==> src/hdl/rspn_pkg.sv <==
`timescale 1ns / 1ps
// shared types, widths and the multiply-accumulate program for the ray hit unit
// no dependencies; used by every module of the block

package rspn_pkg;

	localparam int COORD_W   = 32;
	localparam int FRAC_BITS = 16;
	localparam int DIR_W     = 18;
	localparam int RAD_W     = 31;
	localparam int THR_W     = 16;
	localparam int T_W       = 31;

	localparam int OPND_W = COORD_W + 1;
	localparam int PROD_W = 2 * OPND_W;
	localparam int ACC_W  = 106;
	localparam int MAG_W  = 52;
	localparam int LIMB_W = MAG_W / 2;
	localparam int NN_W   = 2 * COORD_W;
	localparam int TH2_W  = 2 * THR_W;

	localparam int ROOT_W      = MAG_W;
	localparam int RADICAND_W  = 2 * ROOT_W;
	localparam int ROOT_STEPS  = ROOT_W;
	localparam int ROOT_CNT_W  = $clog2(ROOT_STEPS);
	localparam int NUM_MAG_W   = 2 * COORD_W;
	localparam int DIVIDEND_W  = NUM_MAG_W + FRAC_BITS;
	localparam int DIV_STEPS   = DIVIDEND_W;
	localparam int DIV_CNT_W   = $clog2(DIV_STEPS);

	localparam int IN_DATA_BITS = 6 * COORD_W + RAD_W + 3 * DIR_W;
	localparam int IN_TDATA_W   = ((IN_DATA_BITS + 7) / 8) * 8;
	localparam int OUT_TDATA_W  = ((1 + T_W + 7) / 8) * 8;

	localparam logic [T_W-1:0]   T_INF     = {T_W{1'b1}};
	localparam logic [T_W-1:0]   T_MAX     = {{(T_W-1){1'b1}}, 1'b0};
	localparam logic [THR_W-1:0] THR_RESET = THR_W'(1);

	localparam logic KIND_SPHERE = 1'b0;
	localparam logic KIND_PLANE  = 1'b1;

	localparam int PC_W = 5;
	localparam logic [PC_W-1:0] SPH_END = PC_W'(12);
	localparam logic [PC_W-1:0] PLN_END = PC_W'(20);

	typedef enum logic [3:0] {
		OPD_PX, OPD_PY, OPD_PZ, OPD_NX, OPD_NY, OPD_NZ, OPD_DX, OPD_DY,
		OPD_DZ, OPD_RAD, OPD_THR, OPD_TH2, OPD_MH, OPD_ML, OPD_NNH, OPD_NNL
	} opnd_t;

	typedef enum logic [1:0] {SHF_0, SHF_27, SHF_32, SHF_52} shf_t;

	typedef enum logic [2:0] {CAP_NONE, CAP_DOT, CAP_TH2, CAP_NN, CAP_TEST} cap_t;

	typedef enum logic [1:0] {SRC_NONE, SRC_ROOT, SRC_QUOT} src_t;

	typedef struct packed {
		logic  mul_en;
		opnd_t a;
		opnd_t b;
		shf_t  shf;
		logic  neg;
		logic  clr;
		cap_t  cap;
	} uop_t;

	typedef struct packed {
		logic load;
		logic issue;
		uop_t uop;
		logic root_start;
		logic div_start;
		logic fin;
		logic emit;
		src_t src;
	} dp_cmd_t;

	typedef struct packed {
		logic kind;
		logic last;
		logic acc_neg;
		logic plane_ok;
		logic root_done;
		logic div_done;
	} dp_stat_t;

	function automatic uop_t uop_mul(opnd_t a, opnd_t b, shf_t s, logic neg, logic clr);
		uop_t u;
		u.mul_en = 1'b1;
		u.a      = a;
		u.b      = b;
		u.shf    = s;
		u.neg    = neg;
		u.clr    = clr;
		u.cap    = CAP_NONE;
		return u;
	endfunction

	function automatic uop_t uop_cap(cap_t c);
		uop_t u;
		u        = '0;
		u.cap    = c;
		return u;
	endfunction

	// sphere: s = d.p, then h = |s|^2 + r^2<<32 - (p.p)<<32
	// plane: th2, den = n.d, nn = n.n, test = den^2 - th2*nn > 0, num = p.n
	function automatic uop_t uop_rom(logic kind, logic [PC_W-1:0] pc);
		uop_t u;
		u = uop_cap(CAP_NONE);
		if (kind == KIND_SPHERE) begin
			unique case (pc)
				5'd0:    u = uop_mul(OPD_DX, OPD_PX, SHF_0, 1'b0, 1'b1);
				5'd1:    u = uop_mul(OPD_DY, OPD_PY, SHF_0, 1'b0, 1'b0);
				5'd2:    u = uop_mul(OPD_DZ, OPD_PZ, SHF_0, 1'b0, 1'b0);
				5'd3:    u = uop_cap(CAP_DOT);
				5'd5:    u = uop_mul(OPD_MH, OPD_MH, SHF_52, 1'b0, 1'b1);
				5'd6:    u = uop_mul(OPD_MH, OPD_ML, SHF_27, 1'b0, 1'b0);
				5'd7:    u = uop_mul(OPD_ML, OPD_ML, SHF_0, 1'b0, 1'b0);
				5'd8:    u = uop_mul(OPD_RAD, OPD_RAD, SHF_32, 1'b0, 1'b0);
				5'd9:    u = uop_mul(OPD_PX, OPD_PX, SHF_32, 1'b1, 1'b0);
				5'd10:   u = uop_mul(OPD_PY, OPD_PY, SHF_32, 1'b1, 1'b0);
				5'd11:   u = uop_mul(OPD_PZ, OPD_PZ, SHF_32, 1'b1, 1'b0);
				default: u = uop_cap(CAP_NONE);
			endcase
		end else begin
			unique case (pc)
				5'd0:    u = uop_mul(OPD_THR, OPD_THR, SHF_0, 1'b0, 1'b1);
				5'd1:    u = uop_cap(CAP_TH2);
				5'd2:    u = uop_mul(OPD_NX, OPD_DX, SHF_0, 1'b0, 1'b1);
				5'd3:    u = uop_mul(OPD_NY, OPD_DY, SHF_0, 1'b0, 1'b0);
				5'd4:    u = uop_mul(OPD_NZ, OPD_DZ, SHF_0, 1'b0, 1'b0);
				5'd5:    u = uop_cap(CAP_DOT);
				5'd6:    u = uop_mul(OPD_NX, OPD_NX, SHF_0, 1'b0, 1'b1);
				5'd7:    u = uop_mul(OPD_NY, OPD_NY, SHF_0, 1'b0, 1'b0);
				5'd8:    u = uop_mul(OPD_NZ, OPD_NZ, SHF_0, 1'b0, 1'b0);
				5'd9:    u = uop_cap(CAP_NN);
				5'd11:   u = uop_mul(OPD_MH, OPD_MH, SHF_52, 1'b0, 1'b1);
				5'd12:   u = uop_mul(OPD_MH, OPD_ML, SHF_27, 1'b0, 1'b0);
				5'd13:   u = uop_mul(OPD_ML, OPD_ML, SHF_0, 1'b0, 1'b0);
				5'd14:   u = uop_mul(OPD_TH2, OPD_NNH, SHF_32, 1'b1, 1'b0);
				5'd15:   u = uop_mul(OPD_TH2, OPD_NNL, SHF_0, 1'b1, 1'b0);
				5'd16:   u = uop_cap(CAP_TEST);
				5'd17:   u = uop_mul(OPD_PX, OPD_NX, SHF_0, 1'b0, 1'b1);
				5'd18:   u = uop_mul(OPD_PY, OPD_NY, SHF_0, 1'b0, 1'b0);
				5'd19:   u = uop_mul(OPD_PZ, OPD_NZ, SHF_0, 1'b0, 1'b0);
				default: u = uop_cap(CAP_NONE);
			endcase
		end
		return u;
	endfunction

endpackage

==> src/hdl/rspn_ctrl.sv <==
`timescale 1ns / 1ps
// controller: input and output handshakes, program sequencing, unit start and wait
// depends on rspn_pkg

module rspn_ctrl (
	input  logic                clk,
	input  logic                arst_n,
	input  logic                in_valid,
	output logic                in_ready,
	output logic                out_valid,
	input  logic                out_ready,
	input  rspn_pkg::dp_stat_t  stat,
	output rspn_pkg::dp_cmd_t   cmd
);

	typedef enum logic [5:0] {
		ST_IDLE = 6'b000001,
		ST_PROG = 6'b000010,
		ST_EVAL = 6'b000100,
		ST_ROOT = 6'b001000,
		ST_DIV  = 6'b010000,
		ST_FIN  = 6'b100000
	} state_t;

	state_t                    state_q, state_d;
	logic [rspn_pkg::PC_W-1:0] pc_q, pc_d;
	rspn_pkg::src_t            src_q, src_d;
	logic                      out_valid_q, out_valid_d;
	logic [rspn_pkg::PC_W-1:0] pc_end;

	assign in_ready  = (state_q == ST_IDLE);
	assign out_valid = out_valid_q;
	assign pc_end    = (stat.kind == rspn_pkg::KIND_PLANE) ? rspn_pkg::PLN_END
	                                                       : rspn_pkg::SPH_END;

	always_comb begin
		state_d = state_q;
		pc_d    = pc_q;
		src_d   = src_q;
		cmd     = '0;
		cmd.src = src_q;
		unique case (state_q)
			ST_IDLE: begin
				if (in_valid) begin
					cmd.load = 1'b1;
					pc_d     = '0;
					state_d  = ST_PROG;
				end
			end
			ST_PROG: begin
				cmd.issue = 1'b1;
				cmd.uop   = rspn_pkg::uop_rom(stat.kind, pc_q);
				pc_d      = pc_q + 1'b1;
				if (pc_q == pc_end) begin
					state_d = ST_EVAL;
				end
			end
			ST_EVAL: begin
				src_d = rspn_pkg::SRC_NONE;
				if (stat.kind == rspn_pkg::KIND_SPHERE) begin
					if (stat.acc_neg) begin
						state_d = ST_FIN;
					end else begin
						cmd.root_start = 1'b1;
						state_d        = ST_ROOT;
					end
				end else begin
					if (stat.plane_ok) begin
						cmd.div_start = 1'b1;
						state_d       = ST_DIV;
					end else begin
						state_d = ST_FIN;
					end
				end
			end
			ST_ROOT: begin
				if (stat.root_done) begin
					src_d   = rspn_pkg::SRC_ROOT;
					state_d = ST_FIN;
				end
			end
			ST_DIV: begin
				if (stat.div_done) begin
					src_d   = rspn_pkg::SRC_QUOT;
					state_d = ST_FIN;
				end
			end
			ST_FIN: begin
				if (!stat.last) begin
					cmd.fin = 1'b1;
					state_d = ST_IDLE;
				end else if (!out_valid_q || out_ready) begin
					cmd.emit = 1'b1;
					state_d  = ST_IDLE;
				end
			end
			default: state_d = ST_IDLE;
		endcase
		out_valid_d = cmd.emit ? 1'b1 : (out_ready ? 1'b0 : out_valid_q);
	end

	always_ff @(posedge clk or negedge arst_n) begin
		if (!arst_n) begin
			state_q     <= ST_IDLE;
			pc_q        <= '0;
			src_q       <= rspn_pkg::SRC_NONE;
			out_valid_q <= 1'b0;
		end else begin
			state_q     <= state_d;
			pc_q        <= pc_d;
			src_q       <= src_d;
			out_valid_q <= out_valid_d;
		end
	end

endmodule

==> config.mk <==
export PLATFORM = sky130hd
export DESIGN_NAME = rspn_ctrl
export DESIGN_NICKNAME = d
export VERILOG_FILES = /design/src/hdl/rspn_pkg.sv /design/src/hdl/rspn_ctrl.sv
export SDC_FILE = /design/constraint.sdc
export NUM_CORES = 1
export LEC_CHECK = 0
export BUFFER_PORTS_ARGS = -buffer_cell sky130_fd_sc_hd__buf_2
export CAP_MARGIN = 10
export CORE_MARGIN = 4
export CORE_UTILIZATION = 54
export CTS_CLUSTER_DIAMETER = 120
export DETAILED_ROUTE_END_ITERATION = 6
export MAX_ROUTING_LAYER = met4
export PLACE_DENSITY = 0.81
export SLEW_MARGIN = 40
export SYNTH_ARGS = -nofsm -noshare
export SYNTH_HDL_FRONTEND = slang
export SYNTH_SLANG_ARGS = --single-unit
export TNS_END_PERCENT = 1
==> constraint.sdc <==
create_clock -name clk -period 2.2 [get_ports clk]
set_input_delay 0.11 -clock clk [delete_from_list [all_inputs] [get_ports clk]]
set_output_delay 0.11 -clock clk [all_outputs]
set_load 0.03 [all_outputs]
* Yosys cells after proc, flatten, opt, wreduce, memory -nomap -nowiden
Memories as Yosys holds them, arrays and structs flattened.
Index checks and enable logic that the tools add are counted.
** Operators by class
- Muxes and demuxes :: 32
- Reduce and logical (&&, ||, !) cells :: 8
- $add $sub $neg :: 1
- Eq/ne operators :: 12
** Operator list (number)
- 6-bit two-way mux :: 9
- 6-bit one-hot mux with 6 select lines :: 1
- 16-bit two-way mux :: 2
- 17-bit two-way mux :: 1
- 1-bit two-way mux :: 11
- 5-bit two-way mux :: 2
- 5-bit one-hot mux with 2 select lines :: 1
- 2-bit two-way mux :: 4
- 2-bit != test, second input constant :: 4
- 6-bit by 1-bit equality test with 1-bit output, second input constant :: 1
- 6-bit by 2-bit equality test with 1-bit output, second input constant :: 1
- 6-bit by 3-bit equality test with 1-bit output, second input constant :: 1
- 6-bit by 4-bit equality test with 1-bit output, second input constant :: 1
- 6-bit by 5-bit equality test with 1-bit output, second input constant :: 1
- 6-bit equality test, second input constant :: 1
- 2-bit one-hot mux with 3 select lines :: 1
- 5-bit by 1-bit adder with 5-bit output, second input constant :: 1
- 5-bit equality test :: 1
- 5-bit AND reduction :: 1
- 2-bit nonzero test :: 2
- 3-bit != test, second input constant :: 1
- 3-bit AND reduction :: 1
- 3-bit nonzero test :: 1
- 2-bit AND reduction :: 1
- 2 further kinds :: 2
** Storage, ports and cells
- Register bits after elaboration :: 14
- Output and inout bits :: 26
- Memories kept :: 2
- ROM bits :: 736
** Memories
- (no name shown) :: depth 32, bits a word 16, rd ports 1, clocked after memory_dff 0, write ports 0, RTL line rspn_pkg.sv:127 : unique case (pc)
- (no name shown) :: depth 16, bits a word 14, rd ports 1, clocked after memory_dff 0, write ports 0, RTL line rspn_pkg.sv:112 : unique case (pc)

* Logic depth before layout (Yosys ltp)
- Depth in word-level cells :: 6
- Gate-level depth with buffers :: 8
- Depth with buffers taken out :: 7

* Worst setup path after synthesis
No wires, ideal clock.
- Kind :: flip-flop to output port
- Start :: register state_q[3]
- End :: output port cmd[20] (netlist bit)
- Arrival :: 2.943 ns
- Setup slack :: -0.853 ns
- Buffers on the path :: 1
- Required time :: 2.090 ns
- Cell stages (with the launch flop) :: 5
- Cells stage by stage :: dfrtp_1 or4_1 or3b_1 buf_6 a2111oi_0
** RTL lines
- start: declaration :: RTL line rspn_ctrl.sv:25 : state_t state_q, state_d;
- start signal: assignment :: RTL line rspn_ctrl.sv:109 : state_q <= state_d;
- end: declaration :: RTL line rspn_ctrl.sv:13 : output rspn_pkg::dp_cmd_t cmd

==> summary by stage <==
Critical path
Of all nets on the critical path, the largest fanout is 5. Data on the critical path arrives at its endpoint at roughly 2.3 ns. The classification of the worst setup path is flip-flop to output pin.

The worst-case reg-to-reg path depth is 7. STA classifies the critical path endpoint as an output pin. The endpoint required time on the critical path is about 2.1 ns.

The slowest stage of the critical path is the or4_4 cell. Among cell families on the critical path, the largest total delay comes from simple AND/OR/NAND/NOR gates. Traced cell by cell, the critical path runs through or4_4, or3b_4, clkinv_8, buf_6, o21ai_4, a21oi_2, and3_1, buf_6. The launching element type of the critical path is a flip-flop.

The buffers plus inverters on the worst setup path is 3. In this run the number of cells on the critical path is 8. By instance count, the cell type seen most on the critical path is buf_6. The highest cell delay on the worst timing path is ~0.54 ns.

Route
The total via count after detailed routing is 1835. The count of unresolved DRC violations after routing is 0. The number of vias per cell after detailed routing is around 6.3. The routed design has between 4000 and 5000 µm of wire.

The first detailed-routing pass took 4 iterations. Dividing the detail-routed wire length by the instance count gives around 17 µm. In this run, the number of DRC markers left after iteration 0 of detailed routing was approximately 120. The count of nets left with antenna violations once routing finished came out at 0.

Final layout
After filler insertion, the fill cell instance count of the layout stands at about 200. The count of cells in the finished layout, fillers not included, comes to about 290. The area growth from synthesis to layout is 33.5%. The total area of sequential cells is roughly 350 µm². 0 antenna diodes ended up in the layout.

The total area of multi-input combinational cells is about 0.0012 mm². Cells with a size suffix above 1 make up between 30% and 40% of the layout. In the final design database the tool counted roughly 280 nets.

Clock tree
The count of clock tree sinks is 14. The root buffer cell is clkbuf_4. The longest clock path from root to sink contains 2 buffers. The clock reaches the later pin of the worst-skew pair after between 0.2 and 0.3 ns. The CTS tree is built. The total CTS buffers is 3.

The number of buffers added for setup after CTS is 0. The clock transition at the register clock pins on the worst setup and hold paths after CTS is around 0.08 ns. The number of levels the H-tree was split into is 1.

Timing
Setup repair after global routing could not meet its margin everywhere. The routed design could run at a clock period as short as around 2.4 ns. The worst pin sits at a relative slew slack of between 60% and 70%. The worst hold margin is around 0.077 ns. Dividing the final minimum period by the clock period gives 109%.

The final count of hold timing violations was 0. The setup clock skew after layout is around 0.0014 ns. Setup slack on the critical path of the routed design comes to -0.192 ns. Setup violations remaining at the end of the flow were counted as 16. The number of pins exceeding their max-slew limit in the final report is 0. The timing-limited maximum frequency is approximately 420 MHz. The transition at the pin with the smallest max-transition slack is 0.481 ns. Setup total negative slack on the finished layout was measured at -1.66 ns.

Status
The checks that failed: negative setup slack. The run finished, with violations left.

Synthesis
The async set or reset register ratio after synthesis is 100%. Dividing the synthesized area by the synthesized cell count gives 7.37 µm². The post-synth net total is 231. The number of different library cells used by synthesis comes to 54. The portion of synthesized cell area occupied by the leading cell type is between 20% and 30%. Counting flops with a built-in enable in the synthesized netlist gives 0. After synthesis the netlist holds a flip-flop and latch count of 14.

Among all flip-flop cells after synthesis, the most frequent one is dfrtp_1. For this run, the number of Yosys warnings is 0. The sequential-to-total area share from yosys stat is between 20 and 25%. The number of standard cells after synthesis is between 200 and 250. After synthesis the cells add up to around 0.0016 mm². By area the synthesized netlist is led by dfrtp_1, o21ai_0, ha_1.

Summed over all instances, the cell type with the most area after synthesis is dfrtp_1.

Placed design
The minimum setup slack after placement is -0.0621 ns. Routability-driven placement finished with a final weighted congestion of 0.941. Detailed placement finished with a half-perimeter wire length of 3550 µm. During placement, the flow inserted port buffers numbering 35. The number of placed instances, taps included is between 200 and 300.

Die
The number of primary I/O pins is 36. Once the floorplan was initialized, standard cells occupied 56.9% of the core. The total number of placement rows is 19. The area enclosed by the die boundary is about 0.0038 mm².

The placeable core region is ~0.0028 mm². The die is just over 60 µm wide. The die outline height is between 60 and 70 µm.

Global routing
The first global-routing pass estimated 7630 µm of wire. The via count of the first global-routing pass is 1599. The global router's overall resource usage is around 28%. The initial antenna violation count is 0.

Entering global routing, the biggest net connects 20 pins. The total grt overflow is 0.

Worst hold path
The worst hold path passes through 2 cells. The worst min-delay path class is input port to flip-flop.

Power and ir drop
The total power density per cell area is between 800 and 900 mW/mm². The overall power consumption is around 0.0017 W. Across the VDD grid, the largest voltage drop is 852 µV. The leakage power is about 0.93 nW.

Run
Across the run, the number of max-cap violations was 0.
cell usage after synthesis, types with 3 or more instances:
| master | n |
|---|---|
| nand2_1 | 19 |
| nand2b_1 | 5 |
| nor2_1 | 16 |
| and3_1 | 3 |
| ha_1 | 8 |
| a211oi_1 | 5 |
| a21oi_1 | 17 |
| clkbuf_1 | 14 |
| nor4_1 | 6 |
| a31oi_1 | 3 |
| xor2_1 | 3 |
| nand3_1 | 3 |
| nor3b_1 | 5 |
| o21ai_0 | 21 |
| nor3_1 | 10 |
| dfrtp_1 | 13 |
| o22ai_1 | 4 |
| inv_1 | 11 |
layer usage:
| layer | track usage [%] | vias to the layer above | part of all wire, % |
|---|---|---|---|
| li1 | - | 880 | - |
| met1 | 38.7 | 861 | 44 |
| met2 | 40.4 | 84 | 47 |
| met3 | 3.72 | 10 | 7.8 |
| met4 | 10.0 | 0 | 1.7 |
| met5 | - | - | 0 |
kinds of logic (layout without fill, tap and decap cells):
| group | Yosys count | after routing | share of synthesized area, % |
|---|---|---|---|
| and+or+nand+nor | 80 | 80 | 27.6 |
| AOI/OAI and AO/OA | 74 | 74 | 30.8 |
| buffers and inverters | 32 | 79 | 9.96 |
| DFF | 14 | 14 | 22.4 |
| adders and majority gates | 8 | 8 | 6.37 |
| xor gates and xnor gates | 3 | 3 | 1.67 |
| muxes | 2 | 2 | 1.27 |
timing repair:
item / CTS / global route
hold buffers: 1 / 0
endpoints found under the setup margin: 18 / 21
pin swaps: 3 / 5
endpoints found under the hold margin: 14 / 0
gates resized for setup: 29 / 19
power by group:
group / switching [W] / internal [W] / total (W)
clock network: 0.0000821 / 0.0000702 / 0.000152
logic: 0.000684 / 0.000482 / 0.00117
registers: 0.0000742 / 0.000302 / 0.000376
total: 0.000841 / 0.000855 / 0.00170
final timing paths:
check | from | end | slack [ns]
setup / recovery | state_q[4]$_DFFE_PN0P_ | cmd[14] | -0.19
hold / removal | stat[1] | state_q[3]$_DFFE_PN0P_ | 0.08
setup reg to reg | state_q[4]$_DFFE_PN0P_ | pc_q[3]$_DFFE_PN0P_ | 0.13
hold reg to reg | out_valid$_DFFE_PN0P_ | out_valid$_DFFE_PN0P_ | 0.57
max in group asynchronous | arst_n | state_q[0]$_DFFE_PN1P_ | 1.66
min in group asynchronous | arst_n | src_q[0]$_DFFE_PN0P_ | 0.25
through the flow:
step | instance area [µm²] | util, %
final | 2100 | 76.0
after CTS | 2020 | 73.4
after global routing | 2100 | 76.0
after floorplan | 1590 | -
after global placement | 1900 | 69.0
after detailed placement | 1900 | 69.0
layout make-up:
class	count	share of cell area, %
clock buffer	4	1.25
tap	31	1.85
sequential	14	16.9
multi-input combinational	167	55.5
timing repair buffer	62	21.5
inverter	13	2.98
placed cells by master (no fill, tap or decap), types with 7 or more instances in the layout:
cell | netlist | routed
nand2_1 | 19 | 19
inv_1 | 11 | 10
a21oi_1 | 17 | 16
buf_2 | 1 | 16
buf_4 | 2 | 39
ha_1 | 8 | 7
dfrtp_1 | 13 | 11
nor2_1 | 16 | 16
nor3_1 | 10 | 7
o21ai_0 | 21 | 20
registers in the layout, summed over array words and instances (netlist names):
signal     flops
src_q          2
state_q        6
out_valid      1
pc_q           5
No activity file was read; power rests on OpenSTA's default activity.
